--- src/rtl/sparse_weighted_overlap_defines.svh ---
// ----------------------------------------------------------------------------
// Assertion macros
// Shared concurrent assertion forms, clocked on clk and disabled in reset.
// ----------------------------------------------------------------------------
`ifndef SPARSE_WEIGHTED_OVERLAP_DEFINES_SVH
`define SPARSE_WEIGHTED_OVERLAP_DEFINES_SVH

// same-cycle implication
`define SWO_ASSERT_IMP(name, ante, cons, msg) \
    name: assert property (@(posedge clk) disable iff (!rst_n) (ante) |-> (cons)) \
        else $error(msg);

// next-cycle implication
`define SWO_ASSERT_NXT(name, ante, cons, msg) \
    name: assert property (@(posedge clk) disable iff (!rst_n) (ante) |=> (cons)) \
        else $error(msg);

`endif

--- src/rtl/swo_pkg.sv ---
// ----------------------------------------------------------------------------
// swo_pkg
// Types, widths and helpers shared by the weighted overlap datapath.
// ----------------------------------------------------------------------------
package swo_pkg;

    localparam int TERM_SLOTS_DEF = 64;
    localparam int HASH_W        = 64;
    localparam int WEIGHT_W      = 24;
    localparam int SUM_W         = 30;
    localparam int QUO_W         = 16;
    localparam int RATIO_W       = QUO_W + 1;

    localparam logic [SUM_W-1:0]   SUM_MAX   = {SUM_W{1'b1}};
    localparam logic [RATIO_W-1:0] RATIO_ONE = {1'b1, {QUO_W{1'b0}}};

    typedef struct packed {
        logic                valid;
        logic [HASH_W-1:0]   hash;
        logic [WEIGHT_W-1:0] weight;
    } term_t;

    typedef struct packed {
        logic clear;
        logic pop;
        logic load;
    } chain_ctrl_t;

    function automatic logic [SUM_W-1:0] sat_add(
        input logic [SUM_W-1:0]    acc,
        input logic [WEIGHT_W-1:0] w
    );
        logic [SUM_W:0] s;
        s = {1'b0, acc} + {{(SUM_W + 1 - WEIGHT_W){1'b0}}, w};
        return s[SUM_W] ? SUM_MAX : s[SUM_W-1:0];
    endfunction

    function automatic logic [WEIGHT_W-1:0] min_weight(
        input logic [WEIGHT_W-1:0] a,
        input logic [WEIGHT_W-1:0] b
    );
        return (a < b) ? a : b;
    endfunction

endpackage

--- src/rtl/swo_cell.sv ---
// ----------------------------------------------------------------------------
// swo_cell
// One slot of the stored-term chain: loads when it is the first free slot,
// takes its right neighbor's term on a pop, empties on a clear.
// ----------------------------------------------------------------------------
module swo_cell (
    input  logic                clk,
    input  logic                rst_n,
    input  swo_pkg::chain_ctrl_t ctrl,
    input  swo_pkg::term_t      load_term,
    input  logic                left_valid,
    input  swo_pkg::term_t      right_term,
    output swo_pkg::term_t      term
);

    logic                           valid_reg;
    logic                           valid_next;
    logic [swo_pkg::HASH_W-1:0]     hash_reg;
    logic [swo_pkg::HASH_W-1:0]     hash_next;
    logic [swo_pkg::WEIGHT_W-1:0]   weight_reg;
    logic [swo_pkg::WEIGHT_W-1:0]   weight_next;
    logic                           take_load;

    assign take_load = ctrl.load && !valid_reg && left_valid;

    always_comb
    begin
        valid_next  = valid_reg;
        hash_next   = hash_reg;
        weight_next = weight_reg;
        if (ctrl.clear)
        begin
            valid_next = 1'b0;
        end
        else if (ctrl.pop)
        begin
            valid_next  = right_term.valid;
            hash_next   = right_term.hash;
            weight_next = right_term.weight;
        end
        else if (take_load)
        begin
            valid_next  = load_term.valid;
            hash_next   = load_term.hash;
            weight_next = load_term.weight;
        end
    end

    always_ff @(posedge clk or negedge rst_n)
    begin
        if (!rst_n)
        begin
            valid_reg <= 1'b0;
        end
        else
        begin
            valid_reg <= valid_next;
        end
    end

    always_ff @(posedge clk)
    begin
        hash_reg   <= hash_next;
        weight_reg <= weight_next;
    end

    assign term.valid  = valid_reg;
    assign term.hash   = hash_reg;
    assign term.weight = weight_reg;

endmodule

--- config.mk ---
export PLATFORM = sky130hd
export DESIGN_NAME = swo_cell
export DESIGN_NICKNAME = d
export VERILOG_FILES = /design/src/rtl/sparse_weighted_overlap_defines.svh /design/src/rtl/swo_pkg.sv /design/src/rtl/swo_cell.sv
export SDC_FILE = /design/constraint.sdc
export NUM_CORES = 1
export LEC_CHECK = 0
export BUFFER_PORTS_ARGS = -buffer_cell sky130_fd_sc_hd__buf_2
export CORE_AREA = 4 4 104 106
export CTS_CLUSTER_SIZE = 8
export DETAILED_ROUTE_END_ITERATION = 6
export DIE_AREA = 0 0 108 110
export PLACE_DENSITY = 0.81
export REMOVE_ABC_BUFFERS = 1
export SLEW_MARGIN = 5
export SYNTH_ARGS = -nofsm -noshare
export SYNTH_HDL_FRONTEND = slang
export SYNTH_SLANG_ARGS = --single-unit
export TNS_END_PERCENT = 5
--- constraint.sdc ---
create_clock -name clk -period 11.4 [get_ports clk]
set_input_delay 1.14 -clock clk [delete_from_list [all_inputs] [get_ports clk]]
set_output_delay 1.14 -clock clk [all_outputs]
set_load 0.01 [all_outputs]
Word-level counts from Yosys, hierarchy flattened
Index checks and enable logic that the tools add are counted.
{"block": "totals", "ff_bits": 89, "in_bits": 184, "word_cells": 17}
{"block": "op_classes", "muxes": 7, "n_bitwise": 1, "reduce_logical": 6}
{"op": "two-way mux 64 bit", "count": 2}
{"op": "two-way mux 24 bit", "count": 2}
{"op": "two-way mux 1 bit", "count": 3}
{"op": "nonzero test 3 bit", "count": 1}
{"op": "logical AND 1 bit", "count": 2}
{"op": "AND reduction 2 bit", "count": 1}
{"op": "nonzero test 2 bit", "count": 1}
{"op": "logical NOT 1 bit", "count": 1}
{"op": "inverter 1 bit", "count": 1}

Depth between registers and ports, before layout
{"block": "depth", "word_depth": 6, "mapped_depth": 4, "depth_no_buf": 2}

Worst setup path after synthesis
OpenSTA, ideal clock, no wires.
{"block": "synth_timing", "path_type": "input -> register", "start": "input port ctrl[1] (netlist name)", "end": "register hash_reg[0] (netlist name), enable pin", "setup_time_ps": 564, "t_arrival_ps": 5765, "slack_ps": 5070, "cell_stages": 4, "path_buffers": 2, "cell_sequence": "buf_6 -> buf_12 -> inv_1 -> a21oi_1"}
{"block": "synth_between", "elab_chain_cells": 2}
{"element": "from (decl)", "line": "swo_cell.sv:9", "text": "input swo_pkg::chain_ctrl_t ctrl,"}
{"element": "nonzero test 2 bit (no source line)"}
{"element": "AND reduction 2 bit (no source line)"}
{"element": "to (signal assigned)", "line": "swo_cell.sv:63", "text": "hash_reg <= hash_next;"}
{"element": "to (decl)", "line": "swo_cell.sv:18", "text": "logic [swo_pkg::HASH_W-1:0] hash_reg;"}
Every way passes these cells.
A chain may end at the register's enable or synchronous reset.

Worst setup path in the final report
{"block": "layout_timing", "start": "input port ctrl[1] (netlist name)", "end": "register weight_reg[17] (netlist name), enable pin"}
{"block": "layout_between", "elab_chain_cells": 2}
{"element": "nonzero test 2 bit (no source line)"}
{"element": "AND reduction 2 bit (no source line)"}
{"element": "to (signal assigned)", "line": "swo_cell.sv:64", "text": "weight_reg <= weight_next;"}
{"element": "to (decl)", "line": "swo_cell.sv:20", "text": "logic [swo_pkg::WEIGHT_W-1:0] weight_reg;"}
Every way passes these cells.

==> results.txt <==
----------------------------------------------------
[Global route]
  Vias in the first global route ... 2980
  First-pass GRT wire length ... 14200 µm
  Remaining global-route overflow ... 0
  Maximum number of pins on one net before global-route repair ... 89
  Number of antenna violations at the first check in global routing ... 0
  GRT Util Overall ... 16.0%

[Finish]
  Max FFs per register ... 64
  Final net count ... 652
  Post-Layout Cell Count ... 603
  Share of final-layout standard cells stronger than drive strength 1 ... 80.4%
  Multi-input gate area ... 0.00137 mm²
  Footprint of the flip-flops and latches ... 0.00267 mm²
  Antenna diodes ... 0
  Fill cell instance count of the final layout ... 777
  Synthesis-to-finish area growth ... 37.3%

[Yosys]
  Yosys warning total ... 0
  Post-Syn Area per Cell ... 21.8 µm²
  Post-synth cell types ... 13
  Post-synth design cell area ... 0.00423 mm²
  Synthesized instance count ... 194
  Flip-flop and latch count after synthesis ... 89
  Sequential share of the synthesized area ... 63.0%

[CTS]
  Clock Latency Late Sink ... 340 ps
  Total of hold buffers inserted after clock tree synthesis ... 0
  Number of buffers added for setup after CTS ... 0
  Number of H-tree branching levels ... 3
  TritonCTS buffer count ... 9
  Maximum clock path buffer count ... 2
  Clock transition at the register clock pins on the worst setup and hold paths after CTS ... 70 ps
  Cts repair resizes ... 0
  Root Buffer ... clkbuf_8
  Clk sinks ... 89
  TritonCTS clock tree ... built

[Timing]
  Max-slew headroom ... 28.3%
  Least setup slack across all paths after layout ... 8410 ps
  Post-layout min period ... 2990 ps
  RSZ-0062 raised after global routing ... no
  Max Fclk ... 0.335 GHz
  Number of max-slew violations in the final report ... 0
  Slew at the pin closest to its max-slew limit ... 1080 ps
  Final count of hold timing violations ... 0
  Number of endpoints failing setup at the final stage ... 0
  Aggregate negative setup slack ... 0 ps
  Worst Skew ... 9.22 ps
  Final period util ... 26.2%

[Detailed routing]
  Via total after detailed routing ... 2749
  Remaining design rule violation count ... 0
  Routed wire length ... 10200 µm
  Mean number of vias per cell ... 4.56
  Drt initial violations ... 133
  Average wire per standard cell ... 16.9 µm
  Post-DRT Antenna Nets ... 0
  1st-pass router iterations ... 4

[Floorplanning]
  FP Rows ... 36
  Width of the die ... 108 µm
  Area enclosed by the die boundary ... 0.0119 mm²
  Area inside the core boundary ... 0.00977 mm²
  Overall die height ... 110 µm
  Initial Util ... 43.3%
  Boundary Pins ... 273

[Power and ir drop]
  Share of total power in combinational logic ... 16.2%
  Pleak ... 0.00277 µW
  P_int ... 598 µW
  Share of total power in the clock network ... 32.0%
  Total power divided by cell area ... 130 mW/mm²
  Worst supply voltage drop on vdd ... 58.8 µV
  Power share of the sequential group ... 51.7%
  Total net switching power ... 155 µW
  Net Sw Frac ... 20.5%

[Placement]
  Count of placed standard cells including taps ... 590
  Placer Congestion ... 0.717
  Worst slack at placement ... 8050 ps
  Buffers on Ports ... 272
  DP Wirelength ... 8070 µm

[Setup path]
  Launching element type of the critical path ... input port
  Critical path data required time ... 11350 ps
  Slack of the worst reg-to-reg path ... 9370 ps
  Crit path from ... ctrl[1]
  Worst reg2reg startpoint ... valid_reg
  Kind of critical path ... input port to flop
  R2r worst-path depth ... 3
  Critical R2R Capture ... weight_reg[17]
  Kind of end point of the critical path ... flop
  Worst path arrival time ... 2940 ps
  Worst setup endpoint ... weight_reg[17]
  Maximum fanout along the worst path ... 88

[Outcome]
  Status ... finished clean

[Worst hold path]
  Type of the most critical hold path ... input port to async pin

[Job]
  Max-Cap Viols ... 0

----------------------------------------------------
==> kinds of logic after synthesis <==
group,after synthesis,synth area share [%]
flip-flops,89,63.0
multiplexers,88,31.1
buffers and inverters,12,4.79
AND/OR/NAND/NOR,3,0.562
AO/OA/AOI/OAI,2,0.473
==> stage by stage <==
stage | instance area, µm² | hold slack [ps] | util [%] | total power (µW)
after global placement | 5590 | 591 | 57.2 | 517
after floorplan | 4030 | 625 | - | 457
final | 5810 | 571 | 59.4 | 753
after detailed placement | 5590 | 619 | 57.2 | 522
after global routing | 5810 | 540 | 59.4 | 785
after CTS | 5810 | 544 | 59.4 | 764
==> layout make-up <==
| type | instances | share of cell area [%] |
|---|---|---|
| flip-flops and latches | 89 | 45.9 |
| repair buffers | 274 | 23.7 |
| multi-input cells | 93 | 23.6 |
| well taps | 133 | 2.87 |
| clock buffers | 9 | 2.13 |
| clock inverters | 4 | 1.64 |
| inverters | 1 | 0.0646 |
==> critical path, cell delays in order <==
cell	delay (ps)
buf_4	570
inv_1	170
a21oi_4	150
buf_4	840
==> per-layer routing <==
layer  wire length, µm  global-route usage [%]  vias to the layer above
li1                  -                       -                     1300
met1              3390                    15.7                     1286
met2              5640                    30.4                      153
met3              1000                    5.71                       10
met4               128                    6.49                        0
met5                 0                       0                        -
==> power groups by stage <==
stage	sequential (µW)	clock, µW	combinational [µW]
2_1_floorplan	410	0	46.6
3_3_place_gp	397	0	120
3_5_place_dp	397	0	124
4_1_cts	390	250	125
5_1_grt	391	261	132
6_report	390	241	122
==> placed cells by master (no fill, tap or decap), types with 3 or more instances in the layout <==
cell type,count
buf_4,3
mux2_4,87
bufinv_16,3
edfxtp_1,88
buf_2,271
clkbuf_8,9
==> Yosys cell counts, drive strengths merged <==
cell type,number,share of area (%)
mux2,88,31
a311oi,1,0.35
buf,11,4.7
nor2b,1,0.15
dfrtp,1,0.59
a21oi,1,0.12
inv,1,0.089
nand3b,1,0.18
edfxtp,88,62
nor3,1,0.24
==> how the worst min path moves through the flow <==
stage | depth (start not counted) | endpoint | slack [ps] | from
detailed placement | 2 | valid_reg | 620 | valid_reg
CTS | 1 | valid_reg | 540 | rst_n
global placement | 2 | valid_reg | 590 | valid_reg
finish | 1 | valid_reg | 570 | rst_n
floorplan | 2 | valid_reg | 630 | valid_reg
global route | 1 | valid_reg | 540 | rst_n
No activity file was read; power rests on OpenSTA's default activity.
