[src/rtl/sparse_weighted_overlap_defines.svh]
// ----------------------------------------------------------------------------
// Assertion macros
// Shared concurrent assertion forms, clocked on clk and disabled in reset.
// ----------------------------------------------------------------------------
`ifndef SPARSE_WEIGHTED_OVERLAP_DEFINES_SVH
`define SPARSE_WEIGHTED_OVERLAP_DEFINES_SVH

// same-cycle implication
`define SWO_ASSERT_IMP(name, ante, cons, msg) \
    name: assert property (@(posedge clk) disable iff (!rst_n) (ante) |-> (cons)) \
        else $error(msg);

// next-cycle implication
`define SWO_ASSERT_NXT(name, ante, cons, msg) \
    name: assert property (@(posedge clk) disable iff (!rst_n) (ante) |=> (cons)) \
        else $error(msg);

`endif

[src/rtl/swo_pkg.sv]
// ----------------------------------------------------------------------------
// swo_pkg
// Types, widths and helpers shared by the weighted overlap datapath.
// ----------------------------------------------------------------------------
package swo_pkg;

    localparam int TERM_SLOTS_DEF = 64;
    localparam int HASH_W        = 64;
    localparam int WEIGHT_W      = 24;
    localparam int SUM_W         = 30;
    localparam int QUO_W         = 16;
    localparam int RATIO_W       = QUO_W + 1;

    localparam logic [SUM_W-1:0]   SUM_MAX   = {SUM_W{1'b1}};
    localparam logic [RATIO_W-1:0] RATIO_ONE = {1'b1, {QUO_W{1'b0}}};

    typedef struct packed {
        logic                valid;
        logic [HASH_W-1:0]   hash;
        logic [WEIGHT_W-1:0] weight;
    } term_t;

    typedef struct packed {
        logic clear;
        logic pop;
        logic load;
    } chain_ctrl_t;

    function automatic logic [SUM_W-1:0] sat_add(
        input logic [SUM_W-1:0]    acc,
        input logic [WEIGHT_W-1:0] w
    );
        logic [SUM_W:0] s;
        s = {1'b0, acc} + {{(SUM_W + 1 - WEIGHT_W){1'b0}}, w};
        return s[SUM_W] ? SUM_MAX : s[SUM_W-1:0];
    endfunction

    function automatic logic [WEIGHT_W-1:0] min_weight(
        input logic [WEIGHT_W-1:0] a,
        input logic [WEIGHT_W-1:0] b
    );
        return (a < b) ? a : b;
    endfunction

endpackage

[src/rtl/swo_divider.sv]
// ----------------------------------------------------------------------------
// swo_divider
// Restoring divider, one quotient bit per cycle, for a dividend below the
// divisor: quotient = floor(dividend * 2^QUO_W / divisor).
// ----------------------------------------------------------------------------
module swo_divider (
    input  logic                        clk,
    input  logic                        rst_n,
    input  logic                        start,
    input  logic [swo_pkg::SUM_W-1:0]   dividend,
    input  logic [swo_pkg::SUM_W-1:0]   divisor,
    output logic                        done,
    output logic [swo_pkg::QUO_W-1:0]   quotient
);

    localparam int CNT_W = $clog2(swo_pkg::QUO_W);
    localparam logic [CNT_W-1:0] LAST_STEP = CNT_W'(swo_pkg::QUO_W - 1);

    logic                         busy_reg;
    logic                         busy_next;
    logic                         done_reg;
    logic                         done_next;
    logic [CNT_W-1:0]             count_reg;
    logic [CNT_W-1:0]             count_next;
    logic [swo_pkg::SUM_W-1:0]    rem_reg;
    logic [swo_pkg::SUM_W-1:0]    rem_next;
    logic [swo_pkg::SUM_W-1:0]    div_reg;
    logic [swo_pkg::SUM_W-1:0]    div_next;
    logic [swo_pkg::QUO_W-1:0]    quo_reg;
    logic [swo_pkg::QUO_W-1:0]    quo_next;
    logic [swo_pkg::SUM_W:0]      shifted;
    logic [swo_pkg::SUM_W:0]      diff;
    logic                         fits;

    assign shifted = {rem_reg, 1'b0};
    assign diff    = shifted - {1'b0, div_reg};
    assign fits    = shifted >= {1'b0, div_reg};

    always_comb
    begin
        busy_next  = busy_reg;
        done_next  = 1'b0;
        count_next = count_reg;
        rem_next   = rem_reg;
        div_next   = div_reg;
        quo_next   = quo_reg;
        if (start)
        begin
            busy_next  = 1'b1;
            count_next = '0;
            rem_next   = dividend;
            div_next   = divisor;
            quo_next   = '0;
        end
        else if (busy_reg)
        begin
            rem_next   = fits ? diff[swo_pkg::SUM_W-1:0] : shifted[swo_pkg::SUM_W-1:0];
            quo_next   = {quo_reg[swo_pkg::QUO_W-2:0], fits};
            count_next = count_reg + 1'b1;
            if (count_reg == LAST_STEP)
            begin
                busy_next = 1'b0;
                done_next = 1'b1;
            end
        end
    end

    always_ff @(posedge clk or negedge rst_n)
    begin
        if (!rst_n)
        begin
            busy_reg  <= 1'b0;
            done_reg  <= 1'b0;
            count_reg <= '0;
        end
        else
        begin
            busy_reg  <= busy_next;
            done_reg  <= done_next;
            count_reg <= count_next;
        end
    end

    always_ff @(posedge clk)
    begin
        rem_reg <= rem_next;
        div_reg <= div_next;
        quo_reg <= quo_next;
    end

    assign done     = done_reg;
    assign quotient = quo_reg;

endmodule

[config.mk]
export PLATFORM = sky130hd
export DESIGN_NAME = swo_divider
export DESIGN_NICKNAME = d
export VERILOG_FILES = /design/src/rtl/sparse_weighted_overlap_defines.svh /design/src/rtl/swo_pkg.sv /design/src/rtl/swo_divider.sv
export SDC_FILE = /design/constraint.sdc
export NUM_CORES = 1
export LEC_CHECK = 0
export ABC_CLOCK_PERIOD_IN_PS = 3100
export BUFFER_PORTS_ARGS = -buffer_cell sky130_fd_sc_hd__buf_2
export CAP_MARGIN = 20
export CELL_PAD_IN_SITES_DETAIL_PLACEMENT = 0
export CELL_PAD_IN_SITES_GLOBAL_PLACEMENT = 1
export CORE_MARGIN = 2
export CORE_UTILIZATION = 40
export CTS_CLUSTER_DIAMETER = 100
export DETAILED_ROUTE_END_ITERATION = 12
export HOLD_SLACK_MARGIN = 0.05
export PLACE_DENSITY = 0.8
export SYNTH_ARGS = -nofsm -noshare
export SYNTH_HDL_FRONTEND = slang
export SYNTH_SLANG_ARGS = --single-unit
[constraint.sdc]
create_clock -name clk -period 3.1 [get_ports clk]
set_input_delay 0.62 -clock clk [delete_from_list [all_inputs] [get_ports clk]]
set_output_delay 0.62 -clock clk [all_outputs]
set_load 0.05 [all_outputs]
* Word level (Yosys, flattened, before mapping) *
Index checks and enable logic that the tools add are counted.

storage, ports and cells
  word-level logic and storage cells = 22
  input bits = 63
  register bits = 82
  output and inout port bits = 17

operators by class
  magnitude comparators = 1
  add/sub/neg operators = 2
  mux-type cells = 11
  reduce and logical (&&, ||, !) cells = 1
  eq/ne operators = 1

operators with widths
  operator                                      number
  two-way mux 30 bit                            3
  greater-or-equal comparator 31 x 30 -> 1 bit  1
  subtractor 30 bit                             1
  two-way mux 4 bit                             2
  two-way mux 1 bit                             6
  adder 4 x 1 -> 4 bit (second input constant)  1
  == test 4 bit (second input constant)         1
  nonzero test 2 bit                            1

* Longest topological paths before layout *
Gate-level depths: netlist of the first run.

  word-level depth = 4
  depth in mapped cells = 12
  mapped depth without buffers = 10

* Least setup slack after synthesis of the first run *
OpenSTA, ideal clock, no wires.

  path type = register to register
  from = register rem_reg[8] (netlist bit)
  to = register rem_reg[3] (netlist bit) (data pin)
  data arrival time = 2.781 ns
  data required time = 2.840 ns
  path slack = 0.059 ns
  setup time = 0.260 ns
  buffers on the path = 0
  period minus slack after synthesis = 3.041 ns
  stages on the path, launching flop included = 10
  cells stage by stage = edfxtp_1 ha_1 a21oi_2 o211ai_1 a21o_1 o41a_1 a211oi_2 a21o_2 mux2_2 mux2_2

between the ends
  longest elaborated chain between the ends = 4

RTL lines
  what                                          RTL line           RTL
  from (decl)                                   swo_divider.sv:25  logic [swo_pkg::SUM_W-1:0] rem_reg;
  from (signal assigned)                        swo_divider.sv:86  rem_reg <= rem_next;
  greater-or-equal comparator 31 x 30 -> 1 bit  swo_divider.sv:37  assign fits = shifted >= {1'b0, div_reg};
  two-way mux 30 bit                            swo_divider.sv:57  rem_next = fits ? diff[swo_pkg::SUM_W-1:0] : shifted[swo_pkg::SUM_W-1:0];
  two-way mux 30 bit                            swo_divider.sv:55  else if (busy_reg)
  two-way mux 30 bit                            swo_divider.sv:47  if (start)
  via rem_next (one bit)                        swo_divider.sv:26  logic [swo_pkg::SUM_W-1:0] rem_next;

The timed path passes the listed nets, and every way through them passes these cells. The select of a mux whose other input is x is not followed.
A chain may end at the register's enable or synchronous reset.

* Final worst setup path of the first run *
  from = register rem_reg[14] (netlist bit)
  to = register rem_reg[27] (netlist bit) (data pin)

between the ends
  longest elaborated chain between the ends = 4
  elaborated cells on any way between the ends = 5
  classes of those cells = 1 x add/sub; 1 x order compare; 3 x mux

RTL lines
  what                                                                               RTL line
  subtractor 30 bit or greater-or-equal comparator 31 x 30 -> 1 bit (tied branches)  swo_divider.sv:36, swo_divider.sv:37
  two-way mux 30 bit (*)                                                             swo_divider.sv:57
  two-way mux 30 bit (*)                                                             swo_divider.sv:55
  two-way mux 30 bit (*)                                                             swo_divider.sv:47
  via rem_next (one bit)                                                             swo_divider.sv:26

Mark *: on every way through the listed nets, which the timed path passes. The rest lies on a longest branch. The select of a mux whose other input is x is not followed.

==> results of run 1 <==
==> worst register-to-register path, cell delays in order (launching register included) <==
cell,delay [ps]
edfxtp_1,460
ha_1,340
nand4_1,150
or4_4,580
o41ai_2,220
a21oi_1,90
a21o_4,260
clkbuf_16,180
and3b_2,210
a221o_1,250
==> cells in the final DEF, fill, tap and decap left out, drive strengths merged, types with 7 or more instances in the layout <==
cell | synthesis | final
o311ai | 12 | 12
nand2 | 46 | 46
edfxtp | 60 | 60
ha | 31 | 31
a211oi | 7 | 7
o21a | 7 | 7
a221o | 8 | 8
o21ai | 26 | 26
clkbuf | 14 | 14
inv | 36 | 36
buf | 6 | 111
xnor2 | 14 | 14
a21oi | 22 | 22
nor3 | 9 | 9
xor2 | 14 | 14
a21o | 18 | 18
nor2b | 9 | 9
nand3b | 13 | 13
nand3 | 7 | 7
mux2i | 21 | 21
nor2 | 35 | 35
dfxtp | 16 | 16
==> power breakdown <==
group	leakage (nW)	total [mW]	switching [mW]	internal, mW
registers	0.827	1.68	0.167	1.51
logic	1.89	3.43	1.83	1.61
clock network	0.145	1.04	0.426	0.615
total	2.86	6.15	2.42	3.73
==> kinds of logic (layout without fill, tap and decap cells) <==
group                      count (synthesis)  count (layout)
buffers and inverters                     57             164
AOI/OAI and AO/OA                        135             135
and+or+nand+nor                          147             147
muxes                                     23              23
DFF                                       82              82
xor gates and xnor gates                  28              28
adders and majority gates                 32              32
==> area by class of cell <==
cell class | count | area [um2]
fillers | 1204 | 6280
multi-input cells | 365 | 2720
flip-flops and latches | 82 | 2270
repair buffers | 112 | 696
clock buffers | 13 | 272
well taps | 172 | 215
inverters | 36 | 135
clock inverters | 3 | 22.5
==> timing repair <==
action / CTS / global route
hold endpoints to repair: 0 / 0
resized for setup: 4 / 20
gates cloned: 0 / 1
pin swaps: 1 / 4
setup endpoints to repair: 12 / 20
buffers inserted: 0 / 1
==> how the worst max path moves through the flow <==
stage,cells past startpoint,from,to
2_1_floorplan,9,rem_reg[8],rem_reg[3]
3_5_place_dp,10,rem_reg[5],rem_reg[1]
4_1_cts,10,rem_reg[0],rem_reg[28]
6_report,9,rem_reg[14],rem_reg[27]
5_1_grt,10,rem_reg[0],rem_reg[14]
3_3_place_gp,9,rem_reg[5],rem_reg[27]
==> metal layers <==
layer  up-vias  wire length, um  track usage
met5         -                0            0
met4         0              151       0.0633
met3        10              599       0.0518
met2        83             5520        0.291
met1      1937             5840        0.237
li1       2073                -            -
==> results.toml, run 1 <==
[grt]
grt_antenna_before_repair = 0
grt_max_degree = 52
grt_pass1_wl_mm = 20.4
gr-total-overflow = 0
grt_use_total = 0.182
grt_pass1_vias = 4203

[route]
drcViolationCount = 0
vias = 4103
drtAntennaViolNets = 0
drt_iter0_markers = 208
drt-vias-per-instance = 5.24
drt-wirelength-per-cell_um = 15.5
routed_wl_mm = 12.1
firstDrtPassIters = 4

[run_status]
outcome = "complete, no violations"

[timing]
fin_skew_ps = 10.2
rsz0062_at_grt = "false"
finalSetupViolCount = 0
timing.final.ws_setup_ps = 108
slew_headroom = 0.621
finalSetupTns_ps = 0
fmax_mhz = 334
period_share = 0.965
worst_slew_pin_slew_ps = 568
hold_ws_ps = 80.4
maxSlewViolCount = 0
post-route-min-period_ps = 2990
hold_violations = 0

[critical_path]
critPathBufInv = 1
r2r-end = "rem_reg[27]"
crit_required_ps = 3190
cp_slowest_cell = "or4_4"
r2r_start = "rem_reg[14]"
crit_family = "simple AND/OR/NAND/NOR gates"
startpoint_type = "register"
crit_path_max_incr_delay_ps = 580
cp_cell_sequence = "ha_1 -> nand4_1 -> or4_4 -> o41ai_2 -> a21oi_1 -> a21o_4 -> clkbuf_16 -> and3b_2 -> a221o_1"
reg2reg_slack_ps = 110
crit_arrival_ps = 3090
reg2reg_depth = 9
end_kind = "register"
critPathKind = "reg -> reg"
path_max_fanout = 14

[logic_synthesis]
synth_mux_area_frac = 0.0451
async_flop_share = 0.0732
synthAdderAreaFrac = 0.0790
synthTopCellsByCount = "edfxtp_1 (60), nand2_1 (46), inv_1 (36), nor2_1 (34), ha_1 (31)"
synth_top_family_by_area = "compound AO/OA/AOI/OAI gates"
synthTopCellsByArea = "edfxtp_1 (35%), ha_1 (7.5%), dfxtp_1 (6.2%)"
ys_seq_area_frac = 0.440
netlist.area_leader.share = 0.349
synth_top_area_cell = "edfxtp_1"
ys_ff_latch = 82
syn-num-nets = 599
synth_xor_area_frac = 0.0475
syn_area_per_cell_um2 = 10.2
yosysMostFrequentCell = "edfxtp_1"
synth_cells = 504
synth-edff-count = 60
synth-compound-area-share = 0.188
ys_warn_count = 0
synth.distinct_cells = 61
yosys.area_share.simple = 0.145
synth_flop_cell = "edfxtp_1"
netlist_area_um2 = 5160

[power]
ir_worst_vdd_mv = 0.491
power.density_nw_per_um2 = 970
cellLeakagePower_nw = 2.86
power_mw = 6.15

[clock_network]
ctsHoldBuffers = 0
max-clock-path-buffers = 2
htreeDepth = 3
worstSkewPairLatency_ps = 350
cts.clk_slew.worst_paths_ps = 60
clock-root-buffer = "clkbuf_16"
cts_tree = "built"
clock-sinks = 82
cts_buffers = 9

[place]
place_congestion = 0.851
dp_slack_ps = -44.6
postPlaceCellArea_um2 = 5880
hpwl_mm = 8.86
dp.cells = 765
numPortBuffers = 79

[die]
fp.coreArea_um2 = 12600
die_h_um = 118
fp-row-count = 41
start_util = 0.409
dieArea_um2 = 13800
pin_count = 80
dieWidth_um = 118

[min_path]
hp-class = "in -> async"

[finish]
drive_gt1_frac = 0.255
n_antenna_cell = 0
final_cell_area_um2 = 6340
finalNetCount = 701
final_util = 0.502
stdcell_count = 783
areaGrowthSynthToFinish_pct = 22.8

[run]
max_cap_viol_count = 0
Power figures use the tool's default switching activity.
==> run 2, diff against run 1 <==
--- a/config.mk
+++ b/config.mk
@@ -15,6 +15,7 @@
 export CTS_CLUSTER_DIAMETER = 100
 export DETAILED_ROUTE_END_ITERATION = 12
 export HOLD_SLACK_MARGIN = 0.05
+export MAX_ROUTING_LAYER = met4
 export PLACE_DENSITY = 0.8
 export SYNTH_ARGS = -nofsm -noshare
 export SYNTH_HDL_FRONTEND = slang
==> results.toml, run 2 (synthesis results as in run 1) <==
[timing]
rsz0062_at_grt = "false"
finalSetupViolCount = 0
timing.final.ws_setup_ps = 107
period_share = 0.965
fmax_mhz = 334
fin_skew_ps = 10.3
hold_violations = 0
maxSlewViolCount = 0
slew_headroom = 0.620
post-route-min-period_ps = 2990
worst_slew_pin_slew_ps = 570

[clock_network]
cts_buffers = 9
clock-sinks = 82
worstSkewPairLatency_ps = 350
ctsHoldBuffers = 0
clock-root-buffer = "clkbuf_16"
cts.clk_slew.worst_paths_ps = 60
max-clock-path-buffers = 2
cts_tree = "built"
htreeDepth = 3

[grt]
gr-total-overflow = 0
grt_pass1_vias = 4209
grt_max_degree = 52
grt_antenna_before_repair = 0
grt_use_total = 0.188
grt_pass1_wl_mm = 20.4

[finish]
drive_gt1_frac = 0.255
areaGrowthSynthToFinish_pct = 22.8
fillers = 1204
stdcell_count = 783
finalNetCount = 701
n_antenna_cell = 0
final_util = 0.502
final_cell_mix = "buf_2 (78), edfxtp_1 (60), nand2_1 (46)"
multi_input_area_um2 = 2720
final_common_cell = "buf_2"
seqCellArea_um2 = 2270

[run_status]
outcome = "complete, no violations"

[power]
ir_worst_vdd_mv = 0.492
power.density_nw_per_um2 = 970
cellLeakagePower_nw = 2.86

[die]
fp.coreArea_um2 = 12600
dieArea_um2 = 13800
start_util = 0.409
dieWidth_um = 118
fp-row-count = 41
die_h_um = 118
pin_count = 80

[route]
drcViolationCount = 0
firstDrtPassIters = 4
routed_wl_mm = 12.1
drt-vias-per-instance = 5.24
drtAntennaViolNets = 0
drt-wirelength-per-cell_um = 15.5
vias = 4101
drt_iter0_markers = 239

[place]
place_congestion = 0.865
dp_slack_ps = -44.6
hpwl_mm = 8.86
numPortBuffers = 79
dp.cells = 765

[critical_path]
startpoint_type = "register"
path_max_fanout = 14
crit_arrival_ps = 3090
critPathKind = "reg -> reg"
crit_required_ps = 3190
end_kind = "register"

[run]
max_cap_viol_count = 0

[min_path]
hp-class = "in -> async"
==> run 2: cell counts in the layout (fill, tap and decap cells not counted) <==
No cell type changed its count.
==> run 2: routing by layer <==
layer	share of wire	up-vias	track usage
met1	0.49	1930	0.242
met3	0.045	8	0.0446
met2	0.46	90	0.291
li1	-	2073	-
met4	0.010	0	0.0633
met5	0	-	-
==> run 2: area by class of cell <==
class	instances	share of cell area
multi-input combinational	365	0.430
sequential	82	0.359
timing repair buffer	112	0.110
clock buffer	13	0.0429
tap	172	0.0340
inverter	36	0.0213
clock inverter	3	0.00355
==> run 2: power by group <==
part	total [mW]	switching, mW	internal (mW)
clock network	1.04	0.429	0.615
logic	3.43	1.82	1.61
registers	1.67	0.166	1.51
total	6.15	2.42	3.73
==> run 2: final timing paths <==
check	start	end	slack, ps	cells past startpoint
hold / removal	rst_n	count_reg[2]	80	1
hold reg to reg	quotient[15]	quotient[15]	520	2
min in group clk	divisor[19]	div_reg[19]	440	1
setup reg to reg	rem_reg[14]	rem_reg[27]	110	9
setup / recovery	rem_reg[14]	rem_reg[27]	110	9
max in group asynchronous	rst_n	count_reg[1]	2880	1
==> run 2: metrics by stage <==
stage	TNS (ps)	hold slack, ps	cell area [um2]	power, mW
6_report	0	80.2	6340	6.15
5_1_grt	0	71.6	6340	6.63
4_1_cts	0	69.0	6200	5.91
3_5_place_dp	-151	449	5880	4.79
3_3_place_gp	0	444	5880	4.73
2_1_floorplan	0	324	5160	3.95
==> run 2: what timing repair did <==
item                                    4_1_cts  5_1_grt
endpoints found under the setup margin       12       20
resized for setup                             4       20
cloned                                        0        1
pin swaps                                     1        4
hold endpoints to repair                      0        0
buffers inserted                              0        1
==> run 2: worst max-delay path, stage by stage, from the launching register on <==
cell	delay [ps]
edfxtp_1	450
ha_1	340
nand4_1	150
or4_4	580
o41ai_2	220
a21oi_1	90
a21o_4	260
clkbuf_16	180
and3b_2	210
a221o_1	250
